[src/hdl/hesrch_pkg.sv]
// Package with shared constants, types and states of the horizon edge point search.
`default_nettype none
package hesrch_pkg;
    localparam int MaxWidth = 512;
    localparam int MaxHeight = 512;
    localparam int ZoneSize = 10;
    localparam int PointCount = 3;
    localparam int XW = $clog2(MaxWidth);
    localparam int YW = $clog2(MaxHeight);
    localparam int AW = XW + YW;
    localparam int SumW = $clog2(ZoneSize * ZoneSize * 256);
    localparam int QDepth = 4;

    localparam logic [1:0] RegWidth = 2'd0;
    localparam logic [1:0] RegHeight = 2'd1;
    localparam logic [1:0] RegThresh = 2'd2;

    typedef struct packed {
        logic [7:0] pixel;
        logic [XW-1:0] col;
        logic [YW-1:0] row;
        logic wr;
        logic eof;
    } load_cmd_t;

    typedef enum logic [2:0] {
        S_IDLE, S_COL, S_SUM, S_WAIT, S_EVAL, S_NEXT, S_EMIT
    } srch_state_t;
endpackage
`default_nettype wire

[src/hdl/hesrch_queue.sv]
// Short queue of classified load commands between front and back parts.
`default_nettype none
module hesrch_queue (
    input  wire logic clk,
    input  wire logic rst_n,
    input  wire logic wr_en,
    input  hesrch_pkg::load_cmd_t wr_data,
    output logic full,
    input  wire logic rd_en,
    output hesrch_pkg::load_cmd_t rd_data,
    output logic empty
);
    import hesrch_pkg::*;
    localparam int PW = $clog2(QDepth);
    load_cmd_t mem_reg [QDepth];
    logic [PW:0] wp_reg, rp_reg;

    assign empty = wp_reg == rp_reg;
    assign full = (wp_reg[PW] != rp_reg[PW]) && (wp_reg[PW-1:0] == rp_reg[PW-1:0]);
    assign rd_data = mem_reg[rp_reg[PW-1:0]];

    always_ff @(posedge clk)
    begin
        if (wr_en && !full)
        begin
            mem_reg[wp_reg[PW-1:0]] <= wr_data;
        end
    end

    always_ff @(posedge clk or negedge rst_n)
    begin
        if (!rst_n)
        begin
            wp_reg <= '0;
            rp_reg <= '0;
        end
        else
        begin
            if (wr_en && !full)
            begin
                wp_reg <= wp_reg + 1'b1;
            end
            if (rd_en && !empty)
            begin
                rp_reg <= rp_reg + 1'b1;
            end
        end
    end

    assert property (@(posedge clk) disable iff (!rst_n)
        (wp_reg - rp_reg) <= (PW+1)'(QDepth))
        else $error("queue fill out of range");
    assert property (@(posedge clk) disable iff (!rst_n)
        full && !(rd_en && !empty) |=> full)
        else $error("full dropped without a read");
    assert property (@(posedge clk) disable iff (!rst_n)
        empty && !wr_en |=> empty)
        else $error("empty dropped without a write");
endmodule
`default_nettype wire

[config.mk]
export PLATFORM = sky130hd
export DESIGN_NAME = hesrch_queue
export DESIGN_NICKNAME = d
export VERILOG_FILES = /design/src/hdl/hesrch_pkg.sv /design/src/hdl/hesrch_queue.sv
export SDC_FILE = /design/constraint.sdc
export NUM_CORES = 1
export LEC_CHECK = 0
export BUFFER_PORTS_ARGS = -buffer_cell sky130_fd_sc_hd__buf_2
export CORE_MARGIN = 1
export CORE_UTILIZATION = 57
export CTS_CLUSTER_SIZE = 14
export DETAILED_ROUTE_END_ITERATION = 16
export GPL_ROUTABILITY_DRIVEN = 0
export PLACE_DENSITY = 0.79
export SLEW_MARGIN = 20
export SYNTH_ARGS = -nofsm -noshare
export SYNTH_HDL_FRONTEND = slang
export SYNTH_SLANG_ARGS = --single-unit
[constraint.sdc]
create_clock -name clk -period 2.3 [get_ports clk]
set_input_delay 0.345 -clock clk [delete_from_list [all_inputs] [get_ports clk]]
set_output_delay 0.345 -clock clk [all_outputs]
set_load 0.1 [all_outputs]
==> reports/summary.txt <==
Clock buffer depth: 2
Finish-stage setup viols: 5
Die area: 8380 um^2
Most numerous cell in the Yosys netlist: edfxtp_1
Critical path class: flop to output pin
Via count: 2251
Core Util, Final: 78.8%
Maxcap violations: 0
Post-route ant nets: 0
Slew Limit Fails: 0
1st-iter DRT viols: 134
Main area contributors after synthesis: edfxtp_1, mux4_2, dfrtp_1, mux4_1, ha_1
Main combinational cell family by area after synthesis: multiplexers
Pre-Repair DR Iteration Count: 4
Die W: 91.5 um
RSZ-0062 raised after global routing: true
DR vias/cell: 5.73
# IOs: 62
Synth Area in Compound Gates: 2.22%
Post-synthesis mux area share: 14.0%
Register area share after synthesis: 76.9%
Startpoint type of the worst setup path: flop
Initial Utilization: 59.1%
Vias in the first global route: 2394
Critical path capture point type: output pin
Distinct cells, synth: 26
Fin crit share: 101%
Drt total wl: 8.62 mm
Synthesized area: 4570 um^2
Gr ovfl total: 0
Clock Sinks: 118
Synth warn: 0
Synth async-reset ratio: 5.08%
DRC viols: 0
CP max FO: 6
Die Y: 91.5 um
Post-Syn Nets: 233
Relative max-transition margin: 50.8%
Share of cells above drive strength 1: 47.2%
Mapped Cells: 196
Clock skew: 0.00837 ns
Clk slew on worst S/H paths: 0.06 ns
Synth top area share: 73.6%
Top FF cell, synth: edfxtp_1
Layout Area Growth over Synthesis: 33.2%
Port bufs: 61
Post-synthesis adder-cell area fraction: 1.37%
Setup Total Neg Slack: -0.0508 ns
H-tree depth: 4
Status: finished, violations left
Core ar.: 7730 um^2
Global-route wire length before repair: 13.1 mm
Largest net degree at the start of global routing: 34
Failing checks: setup timing
Mean post-synth cell area: 23.3 um^2
Site row count: 32
Critical Path RT: 1.96 ns
Post-DP HPWL: 4.68 mm
CTS Buf Count: 17
Worst Tran Pin Value: 0.738 ns
Post-synth top area cell: edfxtp_1
Initial antenna violation count: 0
Max Clk Rate: 428 MHz
Post-Synth Simple-Gate Area: 1.37%
Post-synth top cells: edfxtp_1, mux4_2, dfrtp_1
Worst Hold Class: primary input to flop
Fin. Hold Viols: 0
Final worst setup slack: -0.0343 ns
Critical Path AT: 1.99 ns
Wire per inst: 21.9 um
Post-synth EDFFs: 112
Nets: 314
Synth Area in XOR/XNOR: 2.46%
CTS Root Cell: clkbuf_8
Hold Slack: 0.0423 ns
Total track usage: 22.7%
Minimum clock period: 2.33 ns
Clk_lat worst skew: 0.51 ns
Max reg flops: 112
CTS tree: yes
Yosys reg bits: 118
[worst max-delay path, cell delays in order (launching register included)]
cell and delay (ns):
dfrtp_1 0.55, xnor2_2 0.42, nand3_2 0.18, inv_1 0.14, buf_12 0.18
[final timing paths]
path	start	end	slack, ns	cells past startpoint
max	wp_reg[0]	full	-0.03	4
min	wr_data[13]	mem_reg[0][13]	0.04	1
min in group asynchronous	rst_n	rp_reg[2]	0.19	2
max reg2reg	wp_reg[0]	mem_reg[1][26]	0.21	3
max in group asynchronous	rst_n	rp_reg[0]	1.94	2
min reg2reg	wp_reg[2]	wp_reg[2]	0.66	1
[cell usage in the layout (no fill, tap or decap), drive strengths merged]
master and instances:
edfxtp 112, buf 69, mux4 28, clkbuf 17
clkinv 7, dfrtp 6, o31ai 5, ha 5
clkinvlp 5, inv 5, xnor2 5, a21oi 4
xor2 4, and3 3, nand2 3, nand2b 2
a211oi 2, bufinv 2, nor3 2, diode 1
nand3 1, a31oi 1, a21boi 1, dlygate4sd3 1
[per-layer routing]
metal	track usage, %	up-vias	wire (um)	part of all wire (%)
li1	-	986	-	-
met1	26.5	1167	3340	39
met2	39.0	83	4750	55
met3	6.62	15	393	4.6
met4	10.4	0	136	1.6
met5	0	-	0	0
[timing repair]
item                                   in CTS  in global routing
gates resized for setup                     4                 10
hold buffers                                1                  0
pin swaps                                   0                  1
endpoints found under the hold margin       6                  0
buffers inserted                            0                  2
setup endpoints to repair                  24                 29
[layout make-up]
type	instances	area, um^2
antenna	1	2.50
clock buffer	17	414
clock inverter	15	138
fill	368	1640
inverter	4	15.0
multi-input combinational	66	1000
sequential	118	3510
tap	102	128
timing repair buffer	70	875
[logic make-up (layout without fill, tap and decap cells)]
group	Yosys count	after routing
muxes	28	28
xor gates and xnor gates	9	9
buffers and inverters	12	106
other	0	1
adders and majority gates	5	5
and+or+nand+nor	11	11
AOI/OAI and AO/OA	13	13
DFF	118	118
[stage by stage]
stage                     instance area, um^2  setup WS, ns  instances
after floorplan                          4580         0.303        196
after global placement                   5450         0.388        357
after detailed placement                 5450         0.301        357
after CTS                                6040       -0.0824        390
after global routing                     6090        -0.118        392
final                                    6090       -0.0343        393
Power is not shown: default switching activity piles up to over one toggle a cycle in this logic, so the estimate is an artifact.
