**src/hdl/hesrch_pkg.sv**
```systemverilog
// Package with shared constants, types and states of the horizon edge point search.
`default_nettype none
package hesrch_pkg;
    localparam int MaxWidth = 512;
    localparam int MaxHeight = 512;
    localparam int ZoneSize = 10;
    localparam int PointCount = 3;
    localparam int XW = $clog2(MaxWidth);
    localparam int YW = $clog2(MaxHeight);
    localparam int AW = XW + YW;
    localparam int SumW = $clog2(ZoneSize * ZoneSize * 256);
    localparam int QDepth = 4;

    localparam logic [1:0] RegWidth = 2'd0;
    localparam logic [1:0] RegHeight = 2'd1;
    localparam logic [1:0] RegThresh = 2'd2;

    typedef struct packed {
        logic [7:0] pixel;
        logic [XW-1:0] col;
        logic [YW-1:0] row;
        logic wr;
        logic eof;
    } load_cmd_t;

    typedef enum logic [2:0] {
        S_IDLE, S_COL, S_SUM, S_WAIT, S_EVAL, S_NEXT, S_EMIT
    } srch_state_t;
endpackage
`default_nettype wire

```
**src/hdl/hesrch_front.sv**
```systemverilog
// Front part: tracks the raster position and classifies each pixel as a store write.
`default_nettype none
module hesrch_front (
    input  wire logic clk,
    input  wire logic rst_n,
    input  wire logic take,
    input  wire logic [7:0] pixel,
    input  wire logic end_of_frame,
    input  wire logic [10:0] act_w,
    input  wire logic [10:0] act_h,
    output hesrch_pkg::load_cmd_t cmd
);
    import hesrch_pkg::*;
    logic [10:0] col_reg, col_next, row_reg, row_next;
    logic in_rows;

    always_comb
    begin
        in_rows = row_reg < act_h;
        col_next = col_reg;
        row_next = row_reg;
        if (in_rows)
        begin
            if (col_reg + 11'd1 >= act_w)
            begin
                col_next = '0;
                row_next = row_reg + 11'd1;
            end
            else
            begin
                col_next = col_reg + 11'd1;
            end
        end
        if (end_of_frame)
        begin
            col_next = '0;
            row_next = '0;
        end
        cmd.pixel = pixel;
        cmd.col = col_reg[XW-1:0];
        cmd.row = row_reg[YW-1:0];
        cmd.wr = in_rows && (col_reg < act_w);
        cmd.eof = end_of_frame;
    end

    always_ff @(posedge clk or negedge rst_n)
    begin
        if (!rst_n)
        begin
            col_reg <= '0;
            row_reg <= '0;
        end
        else if (take)
        begin
            col_reg <= col_next;
            row_reg <= row_next;
        end
    end

    assert property (@(posedge clk) disable iff (!rst_n)
        take && end_of_frame |=> col_reg == '0 && row_reg == '0)
        else $error("position not cleared after end of frame");
    assert property (@(posedge clk) disable iff (!rst_n)
        !take |=> $stable(col_reg) && $stable(row_reg))
        else $error("position moved without a transaction");
    assert property (@(posedge clk) disable iff (!rst_n) row_reg <= 11'd512)
        else $error("row position out of range");
endmodule
`default_nettype wire

```
**config.mk**
```make
export PLATFORM = sky130hd
export DESIGN_NAME = hesrch_front
export DESIGN_NICKNAME = d
export VERILOG_FILES = /design/src/hdl/hesrch_pkg.sv /design/src/hdl/hesrch_front.sv
export SDC_FILE = /design/constraint.sdc
export NUM_CORES = 1
export LEC_CHECK = 0
export BUFFER_PORTS_ARGS = -buffer_cell sky130_fd_sc_hd__buf_2
export CAP_MARGIN = 20
export CORE_MARGIN = 4
export CORE_UTILIZATION = 53
export DETAILED_ROUTE_END_ITERATION = 12
export MAX_ROUTING_LAYER = met4
export PLACE_DENSITY = 0.81
export SLEW_MARGIN = 20
export SYNTH_ARGS = -nofsm -noshare
export SYNTH_HDL_FRONTEND = slang
export SYNTH_SLANG_ARGS = --single-unit
```
**constraint.sdc**
```tcl
create_clock -name clk -period 3.8 [get_ports clk]
set_input_delay 0.76 -clock clk [delete_from_list [all_inputs] [get_ports clk]]
set_output_delay 0.76 -clock clk [all_outputs]
set_load 0.005 [all_outputs]
```
==> run metrics, run 1 <==
CTS Buf Count 3; Syn Nets 333; max-cap violations 0; setup tns final 0 ns; cells after synthesis 265; max-slew violation count 0; unrepaired setup endpoints after global routing no; H-tree levels 1; initial antenna violation count 0; Via density 5.70; Async S/R FF share, synth 100%; core area 0.00406 mm2; die area 0.00535 mm2; Synth cell types 41; post-synthesis cell area 0.00225 mm2; 1st-iter DRT viols 87; dpl hpwl 3820 um; P_leak 1.33 nW; wl on met1 2200 um; Synth area leaders dfrtp_1 (24%), ha_1 (19%), buf_4 (9.3%); WS Path Type reg2reg; Final GP Congestion 0.833; Hold WS 0.457 ns; Chip Height 73.2 um; Yosys top cell by area dfrtp_1; Worst Hold Class in2async; I/O pin total 62; top_reg_cell synth dfrtp_1; layout cells sized above 1 21.1%; worst slew pin tran 0.527 ns; Final Skew 0.00479 ns; wire per inst 14.5 um; area growth from synthesis to layout 6.79%; hold_buf cts 0; IO buf count 45; CP Max Fanout 11; outcome finished, final reports clean; footprint of the multi-input gates 0.00138 mm2; post-route setup slack 0.549 ns; n_diodes 0; largest net degree at the start of global routing 23; Net count, final 354; yosys warns 0; syn_area_per_cell 8.49 um2; post-route ant nets 0; Register Area 551 um2; via count 1908; final hold vios 0; crit path DAT 3.41 ns; Synth Register Bits 22; # DRC 0; number of fill cells 369; PostCTS Resize Cnt 0; fin crit share 85.5%; clock sinks 22; pre-CTS setup slack 0.571 ns; fmax 0.308 GHz; effective utilization at floorplan 55.4%; post-synthesis sequential area ratio 24.5%; vias in the first global route 1860; Slew headroom 64.9%; setup repair bufs after CTS 0; Post-synth EDFFs 0; first drt pass iteration count 4; Routed WL 4850 um; met3 WL 249 um; Critical Path Sink Type flip-flop; top cell type's share of synthesized area 24.5%; GRT Resource Usage Total 19.7%; wire length on met2 2350 um; Startpoint Class flip-flop; first-pass GRT wire length 8260 um; Clock transition at path regs 0.09 ns; Worst EP required 3.96 ns; fin crit period 3.25 ns; power per cell area 354 mW/mm2; CTS max path bufs 2; CTS tree built; worst vdd ir 0.000172 V; uppermost layer routed met4; clock root cell clkbuf_8; setup violators final 0; die width 73.2 um; clk_lat worst skew 0.27 ns; num rows 23; grt ovf 0
[metal layers]
layer	vias up	GRT usage, %
met4	0	4.10
met2	56	33.3
met5	-	-
met1	891	25.6
li1	954	-
met3	7	1.79
[critical path, stage by stage (launching register included)]
cell and delay, ns:
dfrtp_1 0.45, ha_1 0.28, and3_1 0.27, nand3_1 0.18, xnor2_1 0.17, ha_1 0.31, a21o_1 0.19, a21o_1 0.17
a211o_1 0.31, a31o_2 0.30, nand2b_4 0.17, mux2_2 0.35
[synth_stat cells (8+ instances only)]
| cell type | count |
|---|---|
| nor2_1 | 8 |
| a21oi_1 | 8 |
| dfrtp_1 | 22 |
| a21o_1 | 10 |
| and3_1 | 8 |
| o211ai_1 | 8 |
| nand3_1 | 18 |
| inv_1 | 24 |
| ha_1 | 34 |
| nand2_1 | 22 |
| buf_4 | 28 |
| o21ai_0 | 15 |
[layout make-up]
type                       instances  share of cell area (%)
clock inverter                     1                    1.25
clock buffer                       3                    1.72
sequential                        22                    22.9
tap                               50                    2.60
inverter                          25                    3.91
multi-input combinational        186                    57.3
timing repair buffer              48                    10.3
[power breakdown]
| part | switching [W] | internal, W | leakage, nW |
|---|---|---|---|
| logic | 0.000156 | 0.000141 | 1.02 |
| registers | 0.0000625 | 0.000268 | 0.273 |
| clock network | 0.0000826 | 0.000141 | 0.0357 |
[worst paths after layout]
| check | startpoint | to | slack (ns) | cells after the start |
|---|---|---|---|---|
| min reg2reg | col_reg[9] | col_reg[9] | 0.57 | 2 |
| max reg2reg | col_reg[1] | row_reg[9] | 0.55 | 11 |
| min in group clk | col_reg[9] | col_reg[9] | 0.57 | 2 |
| max in group asynchronous | rst_n | row_reg[4] | 2.99 | 1 |
| min | rst_n | col_reg[8] | 0.46 | 1 |
| max | col_reg[1] | row_reg[9] | 0.55 | 11 |
[per-stage QoR]
step                cell area [um2]  instances  util, %  total power [W]
finish                         2400        335     59.2         0.000851
CTS                            2400        335     59.2         0.000855
global placement               2330        331     57.4         0.000621
global route                   2400        335     59.2         0.000923
detailed placement             2330        331     57.4         0.000634
floorplan                      2250        265        -         0.000566
[kinds of logic after synthesis]
| family | share of synthesized area [%] |
|---|---|
| xor gates and xnor gates | 3.50 |
| buffers and inverters | 14.3 |
| adders and majority gates | 18.9 |
| AOI/OAI and AO/OA | 20.3 |
| DFF | 24.5 |
| muxes | 1.00 |
| and+or+nand+nor | 17.5 |
[cells in the final DEF (no fill, tap or decap), types with 2 or more instances in the layout]
| cell | Yosys | routed |
|---|---|---|
| ha_1 | 34 | 34 |
| buf_4 | 28 | 3 |
| a21oi_1 | 8 | 8 |
| xor2_1 | 3 | 3 |
| nor4_1 | 2 | 2 |
| o21bai_1 | 3 | 3 |
| clkbuf_8 | 0 | 3 |
| xnor2_1 | 6 | 6 |
| o21ai_0 | 15 | 15 |
| mux2_2 | 2 | 2 |
| or3_1 | 6 | 6 |
| dfrtp_1 | 22 | 22 |
| and3_1 | 8 | 8 |
| nand2_1 | 22 | 22 |
| nor2_1 | 8 | 8 |
| o211ai_1 | 8 | 8 |
| a211o_1 | 2 | 2 |
| buf_2 | 3 | 45 |
| a31oi_1 | 2 | 2 |
| a22o_1 | 5 | 5 |
| nor2b_1 | 5 | 5 |
| inv_1 | 24 | 24 |
| nand4_1 | 2 | 2 |
| nand3_1 | 18 | 18 |
| a21o_1 | 10 | 10 |
| o31ai_1 | 3 | 3 |
Note: power is estimated with default switching activity, not from simulation.
==> run 2, diff against run 1 <==
--- a/config.mk
+++ b/config.mk
@@ -10,7 +10,6 @@
 export CORE_MARGIN = 4
 export CORE_UTILIZATION = 53
 export DETAILED_ROUTE_END_ITERATION = 12
-export MAX_ROUTING_LAYER = met4
 export PLACE_DENSITY = 0.81
 export SLEW_MARGIN = 20
 export SYNTH_ARGS = -nofsm -noshare
==> run metrics, run 2 (synthesized netlist as in run 1, its figures left out) <==
worst slew pin tran 0.526 ns; footprint of the multi-input gates 0.00138 mm2; die width 73.2 um; crit path DAT 3.40 ns; fin crit share 85.4%; num rows 23; Final GP Congestion 0.821; max-cap violations 0; P_leak 1.33 nW; first drt pass iteration count 4; clk_lat worst skew 0.27 ns; IO buf count 45; setup violators final 0; hold_buf cts 0; clock sinks 22; initial antenna violation count 0; CP Max Fanout 11; H-tree levels 1; Slew headroom 64.9%; PostCTS Resize Cnt 0; setup tns final 0 ns; final hold vios 0; # DRC 0; Clock transition at path regs 0.09 ns; CTS tree built; Via density 5.68; largest net degree at the start of global routing 23; WS Path Type reg2reg; Routed WL 4820 um; CP Buf/Inv Count 0; Worst Hold Class in2async; I/O pin total 62; 1st-iter DRT viols 81; fin crit period 3.25 ns; clock root cell clkbuf_8; grt ovf 0; Seq pwr share 39.0%; fmax 0.308 GHz; core area 0.00406 mm2; layout cells sized above 1 21.1%; dpl hpwl 3820 um; post-route cell area 0.00240 mm2; Critical Path Sink Type flip-flop; clock share of power 26.2%; CTS max path bufs 2; unrepaired setup endpoints after global routing no; slowest library cell on the worst path dfrtp_1; setup repair bufs after CTS 0; effective utilization at floorplan 55.4%; post-route setup slack 0.553 ns; Startpoint Class flip-flop; logic gate share of total power 34.8%; GRT Resource Usage Total 19.1%; Crit path max-delay family compound AO/OA/AOI/OAI gates; CP peak stage delay 0.45 ns; wire per inst 14.4 um; outcome finished, final reports clean; via count 1902; CTS Buf Count 3; area growth from synthesis to layout 6.79%; Worst EP required 3.96 ns; Int Pwr 0.000550 W; first-pass GRT wire length 8250 um; die area 0.00535 mm2; power per cell area 354 mW/mm2; pre-CTS setup slack 0.571 ns; post-route ant nets 0; worst vdd ir 0.000171 V; most common cell after layout, fill and taps aside buf_2; max-slew violation count 0; CP Cell Sequence ha_1 > and3_1 > nand3_1 > xnor2_1 > ha_1 > a21o_1 > a21o_1 > a211o_1 > a31o_2 > nand2b_4 > mux2_2; number of fill cells 369; Net count, final 354; Post-Place Cell Area 0.00233 mm2; Switching Fraction 35.3%; P_sw 0.000300 W; Final Skew 0.00326 ns; n_diodes 0; Chip Height 73.2 um; Register Area 551 um2; vias in the first global route 1861; most frequent cells in the layout buf_2 (45), ha_1 (34), inv_1 (24), nand2_1 (22), dfrtp_1 (22)
## run 2: cell counts in the layout (fill, tap and decap cells not counted)
Identical to the previous run, type by type.
## run 2: routing by layer
| layer | wire length, um | track usage [%] |
|---|---|---|
| met5 | 0 | 0 |
| met2 | 2340 | 33.4 |
| met4 | 35 | 4.10 |
| met3 | 248 | 2.07 |
| met1 | 2200 | 25.2 |
## run 2: cell type report
| type | instances | share of cell area [%] |
|---|---|---|
| timing repair buffer | 48 | 10.3 |
| inverter | 25 | 3.91 |
| clock buffer | 3 | 1.72 |
| multi-input combinational | 186 | 57.3 |
| tap | 50 | 2.60 |
| sequential | 22 | 22.9 |
| clock inverter | 1 | 1.25 |
## run 2: power by group through the flow
| stage | Sequential [W] | Clock (W) | Combinational [W] |
|---|---|---|---|
| 6_report | 0.000331 | 0.000223 | 0.000296 |
| 5_1_grt | 0.000344 | 0.000236 | 0.000343 |
| 4_1_cts | 0.000331 | 0.000224 | 0.000301 |
| 3_5_place_dp | 0.000335 | 0 | 0.000299 |
| 3_3_place_gp | 0.000335 | 0 | 0.000286 |
| 2_1_floorplan | 0.000317 | 0 | 0.000250 |
## run 2: worst paths after layout
| path | start | endpoint | slack, ns | depth (start not counted) |
|---|---|---|---|---|
| min in group clk | col_reg[9] | col_reg[9] | 0.57 | 2 |
| max in group asynchronous | rst_n | row_reg[4] | 2.99 | 1 |
| max reg2reg | col_reg[1] | row_reg[9] | 0.55 | 11 |
| max | col_reg[1] | row_reg[9] | 0.55 | 11 |
| min reg2reg | col_reg[9] | col_reg[9] | 0.57 | 2 |
| min | rst_n | col_reg[8] | 0.46 | 1 |
## run 2: stage by stage
step / std cells / total power (W) / utilization (%) / hold slack [ns]
6_report: 335 / 0.000850 / 59.2 / 0.459
2_1_floorplan: 265 / 0.000566 / - / 0.464
5_1_grt: 335 / 0.000923 / 59.2 / 0.493
3_3_place_gp: 331 / 0.000621 / 57.4 / 0.522
4_1_cts: 335 / 0.000855 / 59.2 / 0.473
3_5_place_dp: 331 / 0.000634 / 57.4 / 0.561
==> run 3, diff against run 2 <==
--- a/config.mk
+++ b/config.mk
@@ -5,11 +5,13 @@
 export SDC_FILE = /design/constraint.sdc
 export NUM_CORES = 1
 export LEC_CHECK = 0
+export ABC_CLOCK_PERIOD_IN_PS = 3800
 export BUFFER_PORTS_ARGS = -buffer_cell sky130_fd_sc_hd__buf_2
 export CAP_MARGIN = 20
 export CORE_MARGIN = 4
 export CORE_UTILIZATION = 53
 export DETAILED_ROUTE_END_ITERATION = 12
+export GPL_TIMING_DRIVEN = 0
 export PLACE_DENSITY = 0.81
 export SLEW_MARGIN = 20
 export SYNTH_ARGS = -nofsm -noshare
==> run metrics, run 3 (synthesized netlist as in run 1, its figures left out) <==
outcome finished, final reports clean; crit path DAT 3.47 ns; final hold vios 0; Int Pwr 0.000594 W; Chip Height 73.2 um; IO buf count 53; CP Max Fanout 10; 1st-iter DRT viols 108; Reg2Reg Depth 12; hold_buf cts 0; setup repair bufs after CTS 0; pre-CTS setup slack 0.588 ns; Critical Path Source col_reg[1]; Via density 5.48; via count 2038; num rows 23; Routed WL 4780 um; Slew headroom 67.4%; # DRC 0; post-route ant nets 0; grt ovf 0; first drt pass iteration count 4; clock sinks 22; Switching Fraction 34.1%; Net count, final 391; CTS max path bufs 2; number of fill cells 366; setup tns final 0 ns; setup violators final 0; P_leak 1.50 nW; worst slew pin tran 0.489 ns; footprint of the multi-input gates 0.00138 mm2; most frequent cells in the layout buf_2 (56), ha_1 (34), buf_4 (28), inv_1 (24); die width 73.2 um; met1 Usage GRT 25.1%; clk_lat worst skew 0.27 ns; area growth from synthesis to layout 17.7%; met2 Use GR 32.2%; Seq pwr share 37.0%; Register Area 551 um2; clock root cell clkbuf_8; Worst Hold Class in2async; P_sw 0.000307 W; RR Startpoint col_reg[1]; initial antenna violation count 0; I/O pin total 62; die area 0.00535 mm2; H-tree levels 1; CTS tree built; max-slew violation count 0; core area 0.00406 mm2; CTS Buf Count 3; Pwr Total 0.000901 W; fin crit share 86.2%; met3 usage 3.03%; unrepaired setup endpoints after global routing no; logic gate share of total power 38.4%; GRT Resource Usage Total 18.7%; clock share of power 24.6%; power per cell area 340 mW/mm2; most common cell after layout, fill and taps aside buf_2; max-cap violations 0; post-route setup slack 0.524 ns; Final GP Congestion 0.791; Startpoint Class flip-flop; vias in the first global route 1904; Critical Path Sink Type flip-flop; layout cells sized above 1 29.8%; Hold WS 0.446 ns; WS Path Type reg2reg; largest net degree at the start of global routing 23; n_diodes 0; wire per inst 12.9 um; fmax 0.305 GHz; effective utilization at floorplan 55.4%; Final Skew 0.00737 ns; GRT busiest layer met2; Clock transition at path regs 0.09 ns; PostCTS Resize Cnt 0; worst vdd ir 0.000240 V; first-pass GRT wire length 8210 um; fin crit period 3.28 ns; dpl hpwl 3760 um; Worst EP required 3.99 ns
[run 3: changes by cell type in the layout (fill, tap and decap cells not counted), sizes merged]
cell | previous run | this run
clkbuf | 3 | 4
buf | 48 | 84
[run 3: metrics by stage]
stage | cell area (um2) | util [%] | std cells
after floorplan | 2250 | - | 265
after global placement | 2580 | 63.5 | 368
after detailed placement | 2580 | 63.5 | 368
after CTS | 2650 | 65.3 | 372
after global routing | 2650 | 65.3 | 372
final | 2650 | 65.3 | 372
[run 3: layout make-up]
cell class	count	area share [%]
multi-input combinational	186	52.0
sequential	22	20.8
timing repair buffer	53	10.0
buffer	32	8.64
inverter	25	3.54
tap	50	2.36
clock buffer	3	1.56
clock inverter	1	1.13
[run 3: worst max-delay path: stages, from the launching register on]
cell	delay (ns)
dfrtp_1	0.46
ha_1	0.29
and3_1	0.28
nand3_1	0.18
xnor2_1	0.17
ha_1	0.29
a21o_1	0.18
a21o_1	0.18
a211o_1	0.31
a31oi_2	0.33
buf_2	0.29
o21ai_0	0.12
o211ai_1	0.11
[run 3: power groups by stage]
stage	registers [W]	clock network (W)	logic [W]
final	0.000333	0.000222	0.000346
after global routing	0.000342	0.000229	0.000398
after CTS	0.000332	0.000222	0.000350
after detailed placement	0.000336	0	0.000346
after global placement	0.000336	0	0.000334
after floorplan	0.000317	0	0.000250
[run 3: final timing paths]
| path | to | slack, ns |
|---|---|---|
| hold / removal | row_reg[6] | 0.45 |
| setup / recovery | row_reg[5] | 0.52 |
| min in group clk | col_reg[10] | 0.57 |
| hold reg to reg | col_reg[10] | 0.57 |
| setup reg to reg | row_reg[5] | 0.52 |
| max in group asynchronous | row_reg[7] | 3.02 |
[run 3: per-layer routing]
| metal | routed length (um) | vias up |
|---|---|---|
| met5 | 0 | - |
| met4 | 25 | 0 |
| met3 | 265 | 4 |
| met2 | 2260 | 52 |
| met1 | 2230 | 955 |
| li1 | - | 1027 |
